$ cat src/design/unsigned_to_radix_ascii_assert.svh
// ----------------------------------------------------------------------------
// Assertion macros for the radix ASCII converter
// Concurrent assertion shorthands, clocked and disabled while in reset.
// ----------------------------------------------------------------------------
`ifndef UNSIGNED_TO_RADIX_ASCII_ASSERT_SVH
`define UNSIGNED_TO_RADIX_ASCII_ASSERT_SVH

// The condition holds at every clock edge out of reset.
`define U2RA_ASSERT_ALWAYS(lbl, clk, rst_n, cond, msg) \
    lbl: assert property (@(posedge clk) disable iff (!rst_n) (cond)) else $error(msg);

// The antecedent implies the consequent in the same cycle.
`define U2RA_ASSERT_IMP(lbl, clk, rst_n, ante, cons, msg) \
    lbl: assert property (@(posedge clk) disable iff (!rst_n) (ante) |-> (cons)) \
        else $error(msg);

// The antecedent implies the consequent in the next cycle.
`define U2RA_ASSERT_NXT(lbl, clk, rst_n, ante, cons, msg) \
    lbl: assert property (@(posedge clk) disable iff (!rst_n) (ante) |=> (cons)) \
        else $error(msg);

`endif

$ cat src/design/u2ra_pkg.sv
// ----------------------------------------------------------------------------
// Radix ASCII converter package
// Shared widths, the queue word type, the back end states and the digit map.
// ----------------------------------------------------------------------------
package u2ra_pkg;

    localparam int WORD_W          = 32;
    localparam int RADIX_W         = 8;
    localparam int DIGIT_W         = 6;
    localparam int CHAR_W          = 8;
    localparam int COUNT_OUT_W     = 6;
    localparam int MAX_DIGITS_DEF  = 32;
    localparam int QUEUE_DEPTH_DEF = 2;
    localparam int STEPS_PER_CYCLE = 8;
    localparam int DIV_CYCLES      = WORD_W / STEPS_PER_CYCLE;
    localparam int STEP_W          = $clog2(DIV_CYCLES);

    localparam logic [RADIX_W-1:0] RADIX_MIN   = 8'd2;
    localparam logic [RADIX_W-1:0] RADIX_MAX   = 8'd36;
    localparam logic [RADIX_W-1:0] RADIX_RESET = 8'd16;
    localparam logic [DIGIT_W-1:0] NUM_DIGITS  = 6'd36;
    localparam logic [DIGIT_W-1:0] DEC_DIGITS  = 6'd10;
    localparam logic [CHAR_W-1:0]  CHAR_ZERO   = 8'h30;
    localparam logic [CHAR_W-1:0]  CHAR_LETTER = 8'h37;
    localparam logic [CHAR_W-1:0]  CHAR_NUL    = 8'h00;

    typedef struct packed {
        logic [WORD_W-1:0]  value;
        logic [DIGIT_W-1:0] radix;
        logic               err;
    } t_job;

    typedef enum logic [2:0] {
        ST_IDLE,
        ST_DIV,
        ST_RD,
        ST_LOAD,
        ST_LAST
    } t_back_state;

    function automatic logic [CHAR_W-1:0] digit_char(input logic [DIGIT_W-1:0] d);
        logic [DIGIT_W-1:0] m;
        m = (d >= NUM_DIGITS) ? d - NUM_DIGITS : d;
        if (m < DEC_DIGITS) begin
            return CHAR_ZERO + CHAR_W'(m);
        end else begin
            return CHAR_LETTER + CHAR_W'(m);
        end
    endfunction

endpackage

$ cat src/design/u2ra_ram.sv
// ----------------------------------------------------------------------------
// Generic RAM
// One write port and one read port with registered read data.
// ----------------------------------------------------------------------------
module u2ra_ram #(
    parameter int WIDTH = 8,
    parameter int DEPTH = 32
) (
    input  logic                     i_clk,
    input  logic                     i_we,
    input  logic [$clog2(DEPTH)-1:0] i_waddr,
    input  logic [WIDTH-1:0]         i_wdata,
    input  logic                     i_re,
    input  logic [$clog2(DEPTH)-1:0] i_raddr,
    output logic [WIDTH-1:0]         o_rdata
);

    logic [WIDTH-1:0] r_mem [DEPTH];
    logic [WIDTH-1:0] r_rdata;

    always_ff @(posedge i_clk) begin
        if (i_we) begin
            r_mem[i_waddr] <= i_wdata;
        end
        if (i_re) begin
            r_rdata <= r_mem[i_raddr];
        end
    end

    assign o_rdata = r_rdata;

endmodule

$ cat src/design/u2ra_front.sv
// ----------------------------------------------------------------------------
// Radix ASCII converter front end
// Holds the radix register, accepts input words and classifies them by radix.
// ----------------------------------------------------------------------------
module u2ra_front (
    input  logic                         i_clk,
    input  logic                         i_rst_n,
    input  logic                         i_cfg_valid,
    output logic                         o_cfg_ready,
    input  logic [u2ra_pkg::RADIX_W-1:0] i_cfg_radix,
    input  logic                         i_in_valid,
    output logic                         o_in_ready,
    input  logic [u2ra_pkg::WORD_W-1:0]  i_value_in,
    input  logic                         i_q_full,
    output logic                         o_q_push,
    output u2ra_pkg::t_job               o_q_job
);

    import u2ra_pkg::*;

    logic [RADIX_W-1:0] r_radix;
    logic               bad_radix;

    always_ff @(posedge i_clk) begin
        if (!i_rst_n) begin
            r_radix <= RADIX_RESET;
        end else if (i_cfg_valid) begin
            r_radix <= i_cfg_radix;
        end
    end

    assign o_cfg_ready   = 1'b1;
    assign bad_radix     = (r_radix < RADIX_MIN) || (r_radix > RADIX_MAX);
    assign o_in_ready    = !i_q_full;
    assign o_q_push      = i_in_valid && !i_q_full;
    assign o_q_job.value = i_value_in;
    assign o_q_job.radix = r_radix[DIGIT_W-1:0];
    assign o_q_job.err   = bad_radix;

endmodule

$ cat src/design/u2ra_queue.sv
// ----------------------------------------------------------------------------
// Radix ASCII converter job queue
// Short first-in first-out queue between the front and back ends.
// ----------------------------------------------------------------------------
`include "unsigned_to_radix_ascii_assert.svh"

module u2ra_queue #(
    parameter int DEPTH = 2
) (
    input  logic           i_clk,
    input  logic           i_rst_n,
    input  logic           i_push,
    input  u2ra_pkg::t_job i_job,
    output logic           o_full,
    input  logic           i_pop,
    output logic           o_empty,
    output u2ra_pkg::t_job o_job
);

    import u2ra_pkg::*;

    localparam int PW = (DEPTH > 1) ? $clog2(DEPTH) : 1;
    localparam int CW = $clog2(DEPTH + 1);

    t_job          r_mem [DEPTH];
    logic [PW-1:0] r_wptr;
    logic [PW-1:0] r_rptr;
    logic [CW-1:0] r_count;
    logic [PW-1:0] n_wptr;
    logic [PW-1:0] n_rptr;

    assign o_full  = (r_count == CW'(DEPTH));
    assign o_empty = (r_count == '0);
    assign o_job   = r_mem[r_rptr];
    assign n_wptr  = (r_wptr == PW'(DEPTH - 1)) ? '0 : r_wptr + 1'b1;
    assign n_rptr  = (r_rptr == PW'(DEPTH - 1)) ? '0 : r_rptr + 1'b1;

    always_ff @(posedge i_clk) begin
        if (!i_rst_n) begin
            r_wptr  <= '0;
            r_rptr  <= '0;
            r_count <= '0;
        end else begin
            if (i_push) begin
                r_wptr <= n_wptr;
            end
            if (i_pop) begin
                r_rptr <= n_rptr;
            end
            if (i_push && !i_pop) begin
                r_count <= r_count + 1'b1;
            end else if (i_pop && !i_push) begin
                r_count <= r_count - 1'b1;
            end
        end
    end

    always_ff @(posedge i_clk) begin
        if (i_push) begin
            r_mem[r_wptr] <= i_job;
        end
    end

    `U2RA_ASSERT_ALWAYS(a_count_bound, i_clk, i_rst_n, r_count <= CW'(DEPTH), "queue overfilled")
    `U2RA_ASSERT_IMP(a_no_pop_empty, i_clk, i_rst_n, i_pop, !o_empty, "pop from empty queue")
    `U2RA_ASSERT_NXT(a_push_fills, i_clk, i_rst_n, i_push && !i_pop && o_empty, !o_empty,
        "pushed word lost")

endmodule

$ cat src/design/u2ra_back.sv
// ----------------------------------------------------------------------------
// Radix ASCII converter back end
// Divides each good job by its radix into the digit store, then emits the digits and a terminator.
// ----------------------------------------------------------------------------
`include "unsigned_to_radix_ascii_assert.svh"

module u2ra_back #(
    parameter int MAX_DIGITS = 32
) (
    input  logic                             i_clk,
    input  logic                             i_rst_n,
    input  logic                             i_q_empty,
    input  u2ra_pkg::t_job                   i_q_job,
    output logic                             o_q_pop,
    output logic                             o_out_valid,
    input  logic                             i_out_ready,
    output logic [u2ra_pkg::CHAR_W-1:0]      o_char_code,
    output logic                             o_is_last,
    output logic                             o_base_error,
    output logic [u2ra_pkg::COUNT_OUT_W-1:0] o_digit_count
);

    import u2ra_pkg::*;

    localparam int AW = $clog2(MAX_DIGITS);
    localparam int CW = $clog2(MAX_DIGITS + 1);

    t_back_state       r_state, n_state;
    logic [WORD_W-1:0]  r_quo, n_quo;
    logic [DIGIT_W-1:0] r_rem, n_rem;
    logic [DIGIT_W-1:0] r_radix, n_radix;
    logic               r_err, n_err;
    logic [STEP_W-1:0]  r_step, n_step;
    logic [CW-1:0]      r_cnt, n_cnt;
    logic [CW-1:0]      r_idx, n_idx;
    logic               r_out_valid, n_out_valid;
    logic [CHAR_W-1:0]  r_char, n_char;
    logic               r_last, n_last;
    logic               r_berr, n_berr;
    logic [CW-1:0]      r_ocnt, n_ocnt;

    logic [WORD_W-1:0]  div_quo;
    logic [DIGIT_W-1:0] div_rem;
    logic [DIGIT_W:0]   trial;
    logic [CW-1:0]      cnt_inc;
    logic               slot_free;
    logic               ram_we;
    logic               ram_re;
    logic [AW-1:0]      ram_raddr;
    logic [DIGIT_W-1:0] ram_rdata;

    always_comb begin
        div_quo = r_quo;
        div_rem = r_rem;
        trial   = '0;
        for (int k = 0; k < STEPS_PER_CYCLE; k++) begin
            trial   = {div_rem, div_quo[WORD_W-1]};
            div_quo = {div_quo[WORD_W-2:0], 1'b0};
            if (trial >= {1'b0, r_radix}) begin
                trial      = trial - {1'b0, r_radix};
                div_quo[0] = 1'b1;
            end
            div_rem = trial[DIGIT_W-1:0];
        end
    end

    assign cnt_inc   = r_cnt + 1'b1;
    assign slot_free = !r_out_valid || i_out_ready;
    assign ram_raddr = AW'(r_idx - 1'b1);

    u2ra_ram #(
        .WIDTH (DIGIT_W),
        .DEPTH (MAX_DIGITS)
    ) u_store (
        .i_clk   (i_clk),
        .i_we    (ram_we),
        .i_waddr (r_cnt[AW-1:0]),
        .i_wdata (div_rem),
        .i_re    (ram_re),
        .i_raddr (ram_raddr),
        .o_rdata (ram_rdata)
    );

    always_comb begin
        n_state     = r_state;
        n_quo       = r_quo;
        n_rem       = r_rem;
        n_radix     = r_radix;
        n_err       = r_err;
        n_step      = r_step;
        n_cnt       = r_cnt;
        n_idx       = r_idx;
        n_out_valid = r_out_valid && !i_out_ready;
        n_char      = r_char;
        n_last      = r_last;
        n_berr      = r_berr;
        n_ocnt      = r_ocnt;
        o_q_pop     = 1'b0;
        ram_we      = 1'b0;
        ram_re      = 1'b0;
        unique case (r_state)
            ST_IDLE: begin
                if (!i_q_empty) begin
                    o_q_pop = 1'b1;
                    n_quo   = i_q_job.value;
                    n_radix = i_q_job.radix;
                    n_err   = i_q_job.err;
                    n_rem   = '0;
                    n_step  = '0;
                    n_cnt   = '0;
                    n_state = i_q_job.err ? ST_LAST : ST_DIV;
                end
            end
            ST_DIV: begin
                n_quo  = div_quo;
                n_rem  = div_rem;
                n_step = r_step + 1'b1;
                if (r_step == STEP_W'(DIV_CYCLES - 1)) begin
                    ram_we = 1'b1;
                    n_cnt  = cnt_inc;
                    n_rem  = '0;
                    if (div_quo == '0 || cnt_inc == CW'(MAX_DIGITS)) begin
                        n_idx   = cnt_inc;
                        n_state = ST_RD;
                    end
                end
            end
            ST_RD: begin
                ram_re  = 1'b1;
                n_state = ST_LOAD;
            end
            ST_LOAD: begin
                if (slot_free) begin
                    n_out_valid = 1'b1;
                    n_char      = digit_char(ram_rdata);
                    n_last      = 1'b0;
                    n_berr      = 1'b0;
                    n_ocnt      = '0;
                    n_idx       = r_idx - 1'b1;
                    n_state     = (r_idx == CW'(1)) ? ST_LAST : ST_RD;
                end
            end
            ST_LAST: begin
                if (slot_free) begin
                    n_out_valid = 1'b1;
                    n_char      = CHAR_NUL;
                    n_last      = 1'b1;
                    n_berr      = r_err;
                    n_ocnt      = r_err ? '0 : r_cnt;
                    n_state     = ST_IDLE;
                end
            end
            default: begin
                n_state = ST_IDLE;
            end
        endcase
    end

    always_ff @(posedge i_clk) begin
        if (!i_rst_n) begin
            r_state <= ST_IDLE;
        end else begin
            r_state <= n_state;
        end
    end

    always_ff @(posedge i_clk) begin
        if (!i_rst_n) begin
            r_out_valid <= 1'b0;
        end else begin
            r_out_valid <= n_out_valid;
        end
    end

    always_ff @(posedge i_clk) begin
        r_quo   <= n_quo;
        r_rem   <= n_rem;
        r_radix <= n_radix;
        r_err   <= n_err;
        r_step  <= n_step;
        r_cnt   <= n_cnt;
        r_idx   <= n_idx;
        r_char  <= n_char;
        r_last  <= n_last;
        r_berr  <= n_berr;
        r_ocnt  <= n_ocnt;
    end

    assign o_out_valid   = r_out_valid;
    assign o_char_code   = r_char;
    assign o_is_last     = r_last;
    assign o_base_error  = r_berr;
    assign o_digit_count = COUNT_OUT_W'(r_ocnt);

    `U2RA_ASSERT_IMP(a_rem_below_radix, i_clk, i_rst_n, r_state == ST_DIV, r_rem < r_radix,
        "partial remainder not below radix")
    `U2RA_ASSERT_IMP(a_digit_word, i_clk, i_rst_n, r_out_valid && !r_last,
        r_char != CHAR_NUL && r_ocnt == '0 && !r_berr, "digit word carries terminator fields")
    `U2RA_ASSERT_IMP(a_error_count, i_clk, i_rst_n, r_out_valid && r_berr,
        r_last && r_ocnt == '0, "error flagged off an empty terminator")

endmodule

$ cat src/design/unsigned_to_radix_ascii.sv
// The divider takes 8 quotient bits a cycle and the digit store has one read port.
// A word with a bad radix skips the divider. Words queue while the back end is busy.
// Reset, synchronous and active low, clears the queue, the control state and
// sets the radix to 16; the digit store is not cleared.
// ----------------------------------------------------------------------------
// Unsigned to radix ASCII converter
// Converts 32-bit unsigned words to upper-case digit text with a NUL terminator.
// ----------------------------------------------------------------------------
module unsigned_to_radix_ascii #(
    parameter int MAX_DIGITS  = u2ra_pkg::MAX_DIGITS_DEF,
    parameter int QUEUE_DEPTH = u2ra_pkg::QUEUE_DEPTH_DEF
) (
    input  logic                             i_clk,
    input  logic                             i_rst_n,
    input  logic                             i_cfg_valid,
    output logic                             o_cfg_ready,
    input  logic [u2ra_pkg::RADIX_W-1:0]     i_cfg_radix,
    input  logic                             i_in_valid,
    output logic                             o_in_ready,
    input  logic [u2ra_pkg::WORD_W-1:0]      i_value_in,
    output logic                             o_out_valid,
    input  logic                             i_out_ready,
    output logic [u2ra_pkg::CHAR_W-1:0]      o_char_code,
    output logic                             o_is_last,
    output logic                             o_base_error,
    output logic [u2ra_pkg::COUNT_OUT_W-1:0] o_digit_count
);

    import u2ra_pkg::*;

    logic q_full;
    logic q_push;
    logic q_empty;
    logic q_pop;
    t_job push_job;
    t_job head_job;

    u2ra_front u_front (
        .i_clk       (i_clk),
        .i_rst_n     (i_rst_n),
        .i_cfg_valid (i_cfg_valid),
        .o_cfg_ready (o_cfg_ready),
        .i_cfg_radix (i_cfg_radix),
        .i_in_valid  (i_in_valid),
        .o_in_ready  (o_in_ready),
        .i_value_in  (i_value_in),
        .i_q_full    (q_full),
        .o_q_push    (q_push),
        .o_q_job     (push_job)
    );

    u2ra_queue #(
        .DEPTH (QUEUE_DEPTH)
    ) u_queue (
        .i_clk   (i_clk),
        .i_rst_n (i_rst_n),
        .i_push  (q_push),
        .i_job   (push_job),
        .o_full  (q_full),
        .i_pop   (q_pop),
        .o_empty (q_empty),
        .o_job   (head_job)
    );

    u2ra_back #(
        .MAX_DIGITS (MAX_DIGITS)
    ) u_back (
        .i_clk         (i_clk),
        .i_rst_n       (i_rst_n),
        .i_q_empty     (q_empty),
        .i_q_job       (head_job),
        .o_q_pop       (q_pop),
        .o_out_valid   (o_out_valid),
        .i_out_ready   (i_out_ready),
        .o_char_code   (o_char_code),
        .o_is_last     (o_is_last),
        .o_base_error  (o_base_error),
        .o_digit_count (o_digit_count)
    );

endmodule
$ cat config.mk
export PLATFORM = sky130hd
export DESIGN_NAME = unsigned_to_radix_ascii
export DESIGN_NICKNAME = d
export VERILOG_FILES = /design/src/design/u2ra_pkg.sv /design/src/design/u2ra_ram.sv /design/src/design/u2ra_front.sv /design/src/design/u2ra_queue.sv /design/src/design/u2ra_back.sv /design/src/design/unsigned_to_radix_ascii.sv
export VERILOG_INCLUDE_DIRS = /design/src /design/src/design
export SDC_FILE = /design/constraint.sdc
export NUM_CORES = 1
export LEC_CHECK = 0
export ABC_AREA = 1
export BUFFER_PORTS_ARGS = -buffer_cell sky130_fd_sc_hd__buf_2
export CORE_ASPECT_RATIO = 0.5
export CORE_MARGIN = 5
export CORE_UTILIZATION = 40
export DETAILED_ROUTE_END_ITERATION = 12
export SLEW_MARGIN = 40
export SYNTH_ARGS = -nofsm -noshare
export SYNTH_HDL_FRONTEND = slang
export SYNTH_SLANG_ARGS = --single-unit
export TNS_END_PERCENT = 30
$ cat constraint.sdc
create_clock -name i_clk -period 16.2 [get_ports i_clk]
set_clock_uncertainty 0.2 [all_clocks]
set_input_delay 0.81 -clock i_clk [delete_from_list [all_inputs] [get_ports i_clk]]
set_output_delay 0.81 -clock i_clk [all_outputs]
set_load 0.05 [all_outputs]
# [Word-level counts from Yosys, hierarchy flattened]
# Memory sizes are Yosys's and may differ from the RTL's. A register that Yosys moved wholly into a read port is not among the register bits.
# Index checks and enable logic that the tools add are counted.
[word_totals] inputBits=45 output_inout_bits=19 ramBits=270 wordCells=157 mem_count=2 register_bits=91
[classes] bitwise_logic=1 reduce_logical=26 n_lt_le_gt_ge=12 n_eq_ne=13 n_mux=68 add_sub_neg=18
[mem_list] name="u_back.u_store.r_mem" depth=32 word_bits=6 read_ports=1 rd_clocked_by_memory_dff=1 write_ports=1 line="u2ra_ram.sv:18" text="logic [WIDTH-1:0] r_mem [DEPTH];"
[mem_list] name="u_queue.r_mem" depth=2 word_bits=39 read_ports=1 rd_clocked_by_memory_dff=1 write_ports=1 line="u2ra_queue.sv:25" text="t_job r_mem [DEPTH];"
[ops] cell="$mux W6" count=18
[ops] cell="$pmux W32 S2" count=1
[ops] cell="$ge A7 B6 Y1" count=8
[ops] cell="$pmux W6 S2" count=4
[ops] cell="$sub A6 B6 Y6" count=8
[ops] cell="$logic_not A32 Y1" count=1
[ops] cell="$mux W32" count=1
[ops] cell="$mux W1" count=26
[ops] cell="$mux W8" count=3
[ops] cell="$mux W3" count=7
[ops] cell="$pmux W8 S2" count=1
[ops] cell="$pmux W3 S5" count=1
[ops] cell="$add A6 B6 Y7 const A" count=2
[ops] cell="$gt A8 B6 Y1 const B" count=1
[ops] cell="$lt A8 B2 Y1 const B" count=1
[ops] cell="$ne A2 B1 Y1 const B" count=4
[ops] cell="$reduce_bool A2 Y1" count=4
[ops] cell="$add A6 B1 Y6 const B" count=1
[ops] cell="$eq A3 B2 Y1 const B" count=2
[ops] cell="$eq A6 B1 Y1 const B" count=1
[ops] cell="$eq A6 B6 Y1 const B" count=1
[ops] cell="$ge A6 B6 Y1 const B" count=1
[ops] cell="$lt A6 B4 Y1 const B" count=1
[ops] cell="$mux W2" count=3
[ops] cell="other kinds (22)" count=37

# [Logic depth before layout (Yosys ltp)]
[depth] word_depth=21 depth_mapped=89 depth_no_buf=86

# [By module]
# A second synthesis with hierarchy kept.
[hier_totals] hier_cells=1738 hier_area_um2=18245.0
[by_module_without_submodules] mod="u2ra_ram" instances=1 seq_area_each_um2=5945.7 cells_per_inst=704 area_each_um2=8137.8
[by_module_without_submodules] mod="u2ra_back" instances=1 seq_area_each_um2=2302.2 cells_per_inst=791 area_each_um2=6394.9
[by_module_without_submodules] mod="u2ra_queue" instances=1 seq_area_each_um2=2442.3 cells_per_inst=156 area_each_um2=3088.0
[by_module_without_submodules] mod="u2ra_front" instances=1 seq_area_each_um2=160.2 cells_per_inst=87 area_each_um2=624.3

# [Least setup slack after synthesis]
# OpenSTA, ideal clock, no wires.
[synth_path] path_type="reg2reg" start="register u_back.r_radix[1]" end="memory u_back.u_store.r_mem[0][1] in the netlist's numbering, data pin" n_path_buf=3 arrival_time_ps=12348 path_slack_ps=3381 path_stages_with_launch=84 setup_time_ps=271 period_less_slack_ps=12819 cell_sequence="edfxtp_1 -> inv_1 -> ha_1 -> nand3_1 -> nand2_1 -> nand2_2 -> nand3_4 -> nand2_1 -> nand2_1 -> ha_1 -> a21oi_1 -> nand2_1 -> inv_1 -> nand2_1 -> a21oi_1 -> nand3_2 -> buf_6 -> o21ai_2 -> [... 48 more ...] -> nand2_1 -> nor2_4 -> buf_6 -> o21ai_0 -> ha_1 -> nand3_1 -> nand2_1 -> a21oi_1 -> inv_1 -> a21oi_1 -> o21ai_0 -> a21oi_1 -> a21boi_2 -> nand2_4 -> clkinv_4 -> or2_1 -> o21ai_1 -> inv_1"
[synth_via] elab_chain_cells=16 word_cells_on_any_way=24 cone_classes="8 x add/sub; 8 x order compare; 8 x mux"
[synth_rtl] item="from (decl)" line="u2ra_back.sv:31" text="logic [DIGIT_W-1:0] r_radix, n_radix;"
[synth_rtl] item="from (signal assigned)" line="u2ra_back.sv:178" text="r_radix <= n_radix;"
[synth_rtl] item="$sub A6 B6 Y6 / $ge A7 B6 Y1 (equally long branches)" line="u2ra_back.sv:60, u2ra_back.sv:59"
[synth_rtl] item="$mux W6" line="u2ra_back.sv:59" text="if (trial >= {1'b0, r_radix}) begin"
[synth_rtl] item="$sub A6 B6 Y6 / $ge A7 B6 Y1 (equally long branches)" line="u2ra_back.sv:60, u2ra_back.sv:59"
[synth_rtl] item="$mux W6" line="u2ra_back.sv:59"
[synth_rtl] item="$sub A6 B6 Y6 / $ge A7 B6 Y1 (equally long branches)" line="u2ra_back.sv:60, u2ra_back.sv:59"
[synth_rtl] item="$mux W6" line="u2ra_back.sv:59"
[synth_rtl] item="$sub A6 B6 Y6 / $ge A7 B6 Y1 (equally long branches)" line="u2ra_back.sv:60, u2ra_back.sv:59"
[synth_rtl] item="$mux W6" line="u2ra_back.sv:59"
[synth_rtl] item="$sub A6 B6 Y6 / $ge A7 B6 Y1 (equally long branches)" line="u2ra_back.sv:60, u2ra_back.sv:59"
[synth_rtl] item="$mux W6" line="u2ra_back.sv:59"
[synth_rtl] item="$ge A7 B6 Y1 / $sub A6 B6 Y6 (equally long branches)" line="u2ra_back.sv:59, u2ra_back.sv:60"
[synth_rtl] item="$mux W6" line="u2ra_back.sv:59"
[synth_rtl] item="$ge A7 B6 Y1 / $sub A6 B6 Y6 (equally long branches)" line="u2ra_back.sv:59, u2ra_back.sv:60"
[synth_rtl] item="$mux W6" line="u2ra_back.sv:59"
[synth_rtl] item="$sub A6 B6 Y6 / $ge A7 B6 Y1 (equally long branches)" line="u2ra_back.sv:60, u2ra_back.sv:59"
[synth_rtl] item="$mux W6 (*)" line="u2ra_back.sv:59"
[synth_rtl] item="via u_back.trial[1]" line="u2ra_back.sv:44" text="logic [DIGIT_W:0] trial;"
[synth_rtl] item="to (decl)" line="u2ra_ram.sv:18"
# The timed path passes the listed nets; every way through them passes the cells marked *.

# [Final worst setup path]
[layout_path] start="register u_back.r_radix[1]" end="memory u_back.u_store.r_mem[16][3] in the netlist's numbering, data pin"
[layout_via] elab_chain_cells=16 word_cells_on_any_way=24 cone_classes="8 x add/sub; 8 x order compare; 8 x mux"
[layout_rtl] item="$sub A6 B6 Y6 / $ge A7 B6 Y1 (equally long branches)" line="u2ra_back.sv:60, u2ra_back.sv:59"
[layout_rtl] item="$mux W6" line="u2ra_back.sv:59"
[layout_rtl] item="$sub A6 B6 Y6 / $ge A7 B6 Y1 (equally long branches)" line="u2ra_back.sv:60, u2ra_back.sv:59"
[layout_rtl] item="$mux W6" line="u2ra_back.sv:59"
[layout_rtl] item="$sub A6 B6 Y6 / $ge A7 B6 Y1 (equally long branches)" line="u2ra_back.sv:60, u2ra_back.sv:59"
[layout_rtl] item="$mux W6" line="u2ra_back.sv:59"
[layout_rtl] item="$sub A6 B6 Y6 / $ge A7 B6 Y1 (equally long branches)" line="u2ra_back.sv:60, u2ra_back.sv:59"
[layout_rtl] item="$mux W6" line="u2ra_back.sv:59"
[layout_rtl] item="$sub A6 B6 Y6 / $ge A7 B6 Y1 (equally long branches)" line="u2ra_back.sv:60, u2ra_back.sv:59"
[layout_rtl] item="$mux W6" line="u2ra_back.sv:59"
[layout_rtl] item="$ge A7 B6 Y1 / $sub A6 B6 Y6 (equally long branches)" line="u2ra_back.sv:59, u2ra_back.sv:60"
[layout_rtl] item="$mux W6" line="u2ra_back.sv:59"
[layout_rtl] item="$sub A6 B6 Y6 / $ge A7 B6 Y1 (equally long branches)" line="u2ra_back.sv:60, u2ra_back.sv:59"
[layout_rtl] item="$mux W6" line="u2ra_back.sv:59"
[layout_rtl] item="$sub A6 B6 Y6 / $ge A7 B6 Y1 (equally long branches)" line="u2ra_back.sv:60, u2ra_back.sv:59"
[layout_rtl] item="$mux W6 (*)" line="u2ra_back.sv:59"
[layout_rtl] item="via u_back.trial[3]" line="u2ra_back.sv:44"
# Marks and branches as above.

==> flow_metrics.py <==
metrics = {
    "status": {
        "status": "finished clean",
    },
    "detailed_routing": {
        "viasPerCell": 5.133,
        "drc": 0,
        "ant_nets": 0,
        "dr.pass1.iters": 5,
        "dr.first_iter.drc_count": 872,
        "num_vias": 11620,
        "drt_wl_total_um": 39390,
        "wl_per_cell_um": 17.40,
    },
    "timing": {
        "fmax_mhz": 68.52,
        "setup_violations": 0,
        "rsz0062_at_grt": "false",
        "slew_violations": 0,
        "finalCritPeriodShare_pct": 90.09,
        "fin_crit_ns": 14.59,
        "relSlewSlack_pct": 43.72,
        "worstMarginPinSlew_ns": 0.8442,
        "tns_ns": 0,
        "final-hold-violation-count": 0,
    },
    "synthesis": {
        "synth-seq-cells": 367,
        "synth_cell_type_count": 54,
        "ys.flop_type": "edfxtp_1",
        "yosysWarnings": 0,
        "synth_top_area_cell": "edfxtp_1",
        "syn_area_sq_um": 17500,
        "synth.top_cell.area_share_pct": 60.06,
        "netlist_top_cells_area": "edfxtp_1, o21ai_0, nor2_1",
        "ys_async_sr_fraction_pct": 0,
        "synth_nets": 1708,
        "synth_area_per_cell_sq_um": 10.98,
        "synth_edf_count": 350,
        "yosysMostFrequentCell": "edfxtp_1",
        "seq_area_frac_synth_pct": 62.01,
        "synth_common_cells": "edfxtp_1, nor2_1, nand2_1, o21ai_0, inv_1",
        "syn_inst": 1593,
    },
    "job": {
        "maxCapViolations": 0,
    },
    "worst_setup_path": {
        "required_ns": 16.26,
        "r2r_end": "u_back.u_store.r_mem[16][3]",
        "critPathArrivalTime_ns": 14.65,
        "reg2regPathDepth": 78,
        "path_max_fanout": 32,
        "end_kind": "flop",
        "critPathKind": "flop to flop",
        "rrSetupSlack_ns": 1.61,
        "cp-start-kind": "flop",
        "rr_startpoint": "u_back.r_radix[1]",
        "crit_slowest_cell": "edfxtp_1",
        "slowest_delay_ns": 0.63,
    },
    "hold_path": {
        "hold_class": "flop to flop",
        "min_from": "u_queue.r_rptr",
        "min_path_cells": 1,
    },
    "global_route": {
        "antenna_found_initial": 0,
        "grt_max_degree": 79,
        "grt_pass1_vias": 11280,
        "grt_usage_pct": 16.14,
        "grt_pass1_wl_um": 62480,
        "overflow": 0,
    },
    "cts": {
        "hold_buffers": 0,
        "tritoncts": "built",
        "ctsResizeCount": 0,
        "numCtsBuffers": 37,
        "clkTransAtPathRegs_ns": 0.07,
        "clockBufferDepth": 3,
        "root_buffer": "clkbuf_16",
        "h-tree-depth": 2,
        "post_cts_buffers": 0,
        "clk-insertion-delay-late_ns": 0.54,
        "clock_sinks": 367,
    },
    "cells_and_area": {
        "antenna_cells": 0,
        "nets": 1763,
        "drive_gt1_share_pct": 11.34,
        "area_growth_syn_to_layout_pct": 12.42,
    },
    "placed_design": {
        "gp_congestion": 0.8466,
        "dpl.hpwl_um": 25590,
        "io_buffers": 61,
    },
    "die": {
        "num_io_pins": 64,
        "design.die.area_sq_um": 48280,
        "start_util_pct": 40.34,
        "die_y_um": 157.9,
        "core_area_sq_um": 43380,
        "die_w_um": 305.8,
        "rows": 54,
    },
}
## kinds of logic after synthesis
kind of cell,after synthesis,synth area share (%)
AO/OA/AOI/OAI,369,12.22
XOR/XNOR,36,1.802
adder cells (fa/ha/maj),70,5.349
buffers and inverters,227,5.077
flip-flops,367,62.01
multiplexers,14,0.8510
other,2,0.04292
AND/OR/NAND/NOR,508,12.65
## placed cells by master, fill, tap and decap left out, types with 6 or more instances in the layout
| cell | n |
|---|---|
| fa_1 | 8 |
| a31oi_1 | 9 |
| mux2_2 | 7 |
| a21oi_1 | 47 |
| nand4_1 | 15 |
| o22ai_1 | 29 |
| nand2_1 | 199 |
| dfxtp_1 | 16 |
| ha_1 | 62 |
| o21ai_0 | 197 |
| nor2_1 | 204 |
| xnor2_1 | 10 |
| clkinv_1 | 6 |
| edfxtp_1 | 350 |
| o21ai_1 | 12 |
| nor3_1 | 11 |
| xor2_1 | 25 |
| nand3_1 | 34 |
| clkbuf_1 | 7 |
| mux2i_1 | 7 |
| o221ai_1 | 19 |
| inv_1 | 156 |
| clkinv_2 | 7 |
| inv_2 | 7 |
| buf_2 | 61 |
| buf_4 | 13 |
| clkbuf_16 | 39 |
| o211ai_1 | 34 |
| nand2_2 | 9 |
## stage by stage
| stage | instances | utilization, % | area [sq um] | setup slack, ns | hold slack (ns) |
|---|---|---|---|---|---|
| finish | 2264 | 45.35 | 19670 | 1.606 | 0.2545 |
| CTS | 2264 | 45.33 | 19660 | 1.422 | 0.2383 |
| global route | 2264 | 45.35 | 19670 | 0.02971 | 0.2386 |
| floorplan | 1593 | - | 17500 | 3.381 | 0.2255 |
| global placement | 2197 | 42.44 | 18410 | 1.877 | 0.2393 |
| detailed placement | 2197 | 42.48 | 18430 | 1.473 | 0.2439 |
## layer usage
layer	global-route usage, %	share of wire (%)	up-vias
met5	0	0	-
li1	-	-	5734
met1	21.50	45	5486
met4	6.349	3.8	0
met2	26.72	46	316
met3	2.848	5.3	86
## final cells by class
cell class / count / area (sq um)
Timing Repair Buffer: 74 / 402.9
Clock inverter: 16 / 165.2
Tap cell: 588 / 735.7
Sequential cell: 367 / 10850
Inverter: 169 / 643.1
Multi-Input combinational cell: 999 / 5802
Clock buffer: 51 / 1071
Fill cell: 4106 / 23710
## worst max-delay path by stage
stage | start | end | slack, ns | cells after the start
after floorplan | u_back.r_radix[1] | u_back.u_store.r_mem[0][1] | 3.38 | 83
after global placement | u_back.r_radix[1] | u_back.u_store.r_mem[20][3] | 1.88 | 80
after detailed placement | u_back.r_radix[1] | u_back.u_store.r_mem[21][1] | 1.47 | 82
after CTS | u_back.r_radix[1] | u_back.u_store.r_mem[24][1] | 1.42 | 81
after global routing | u_back.r_radix[1] | u_back.u_store.r_mem[20][3] | 0.03 | 78
final | u_back.r_radix[1] | u_back.u_store.r_mem[16][3] | 1.61 | 78
## registers in the layout, indices dropped and copies added (netlist names), 6 cells and up, named ones only
signal and flops:
u_back.r_quo 32, u_back.o_digit_count 6, u_queue.r_mem 78, u_back.u_store.o_rdata 6
u_back.r_rem 6, u_back.r_radix 6, u_back.r_idx 6, u_front.r_radix 8
u_back.o_char_code 7, u_back.r_cnt 6, u_back.u_store.r_mem 192
## worst max-delay path, delay by kind of cell, from the launching register on
family	cells	cell delay [ns]
compound gates	34	5.91
fa+ha+maj	8	2.70
buf+inv	9	1.14
flops	1	0.63
simple gates	27	3.66
Power is left out: the tool's default activity adds up to more than one toggle a clock period on the data nets, which glitch-free logic cannot reach.
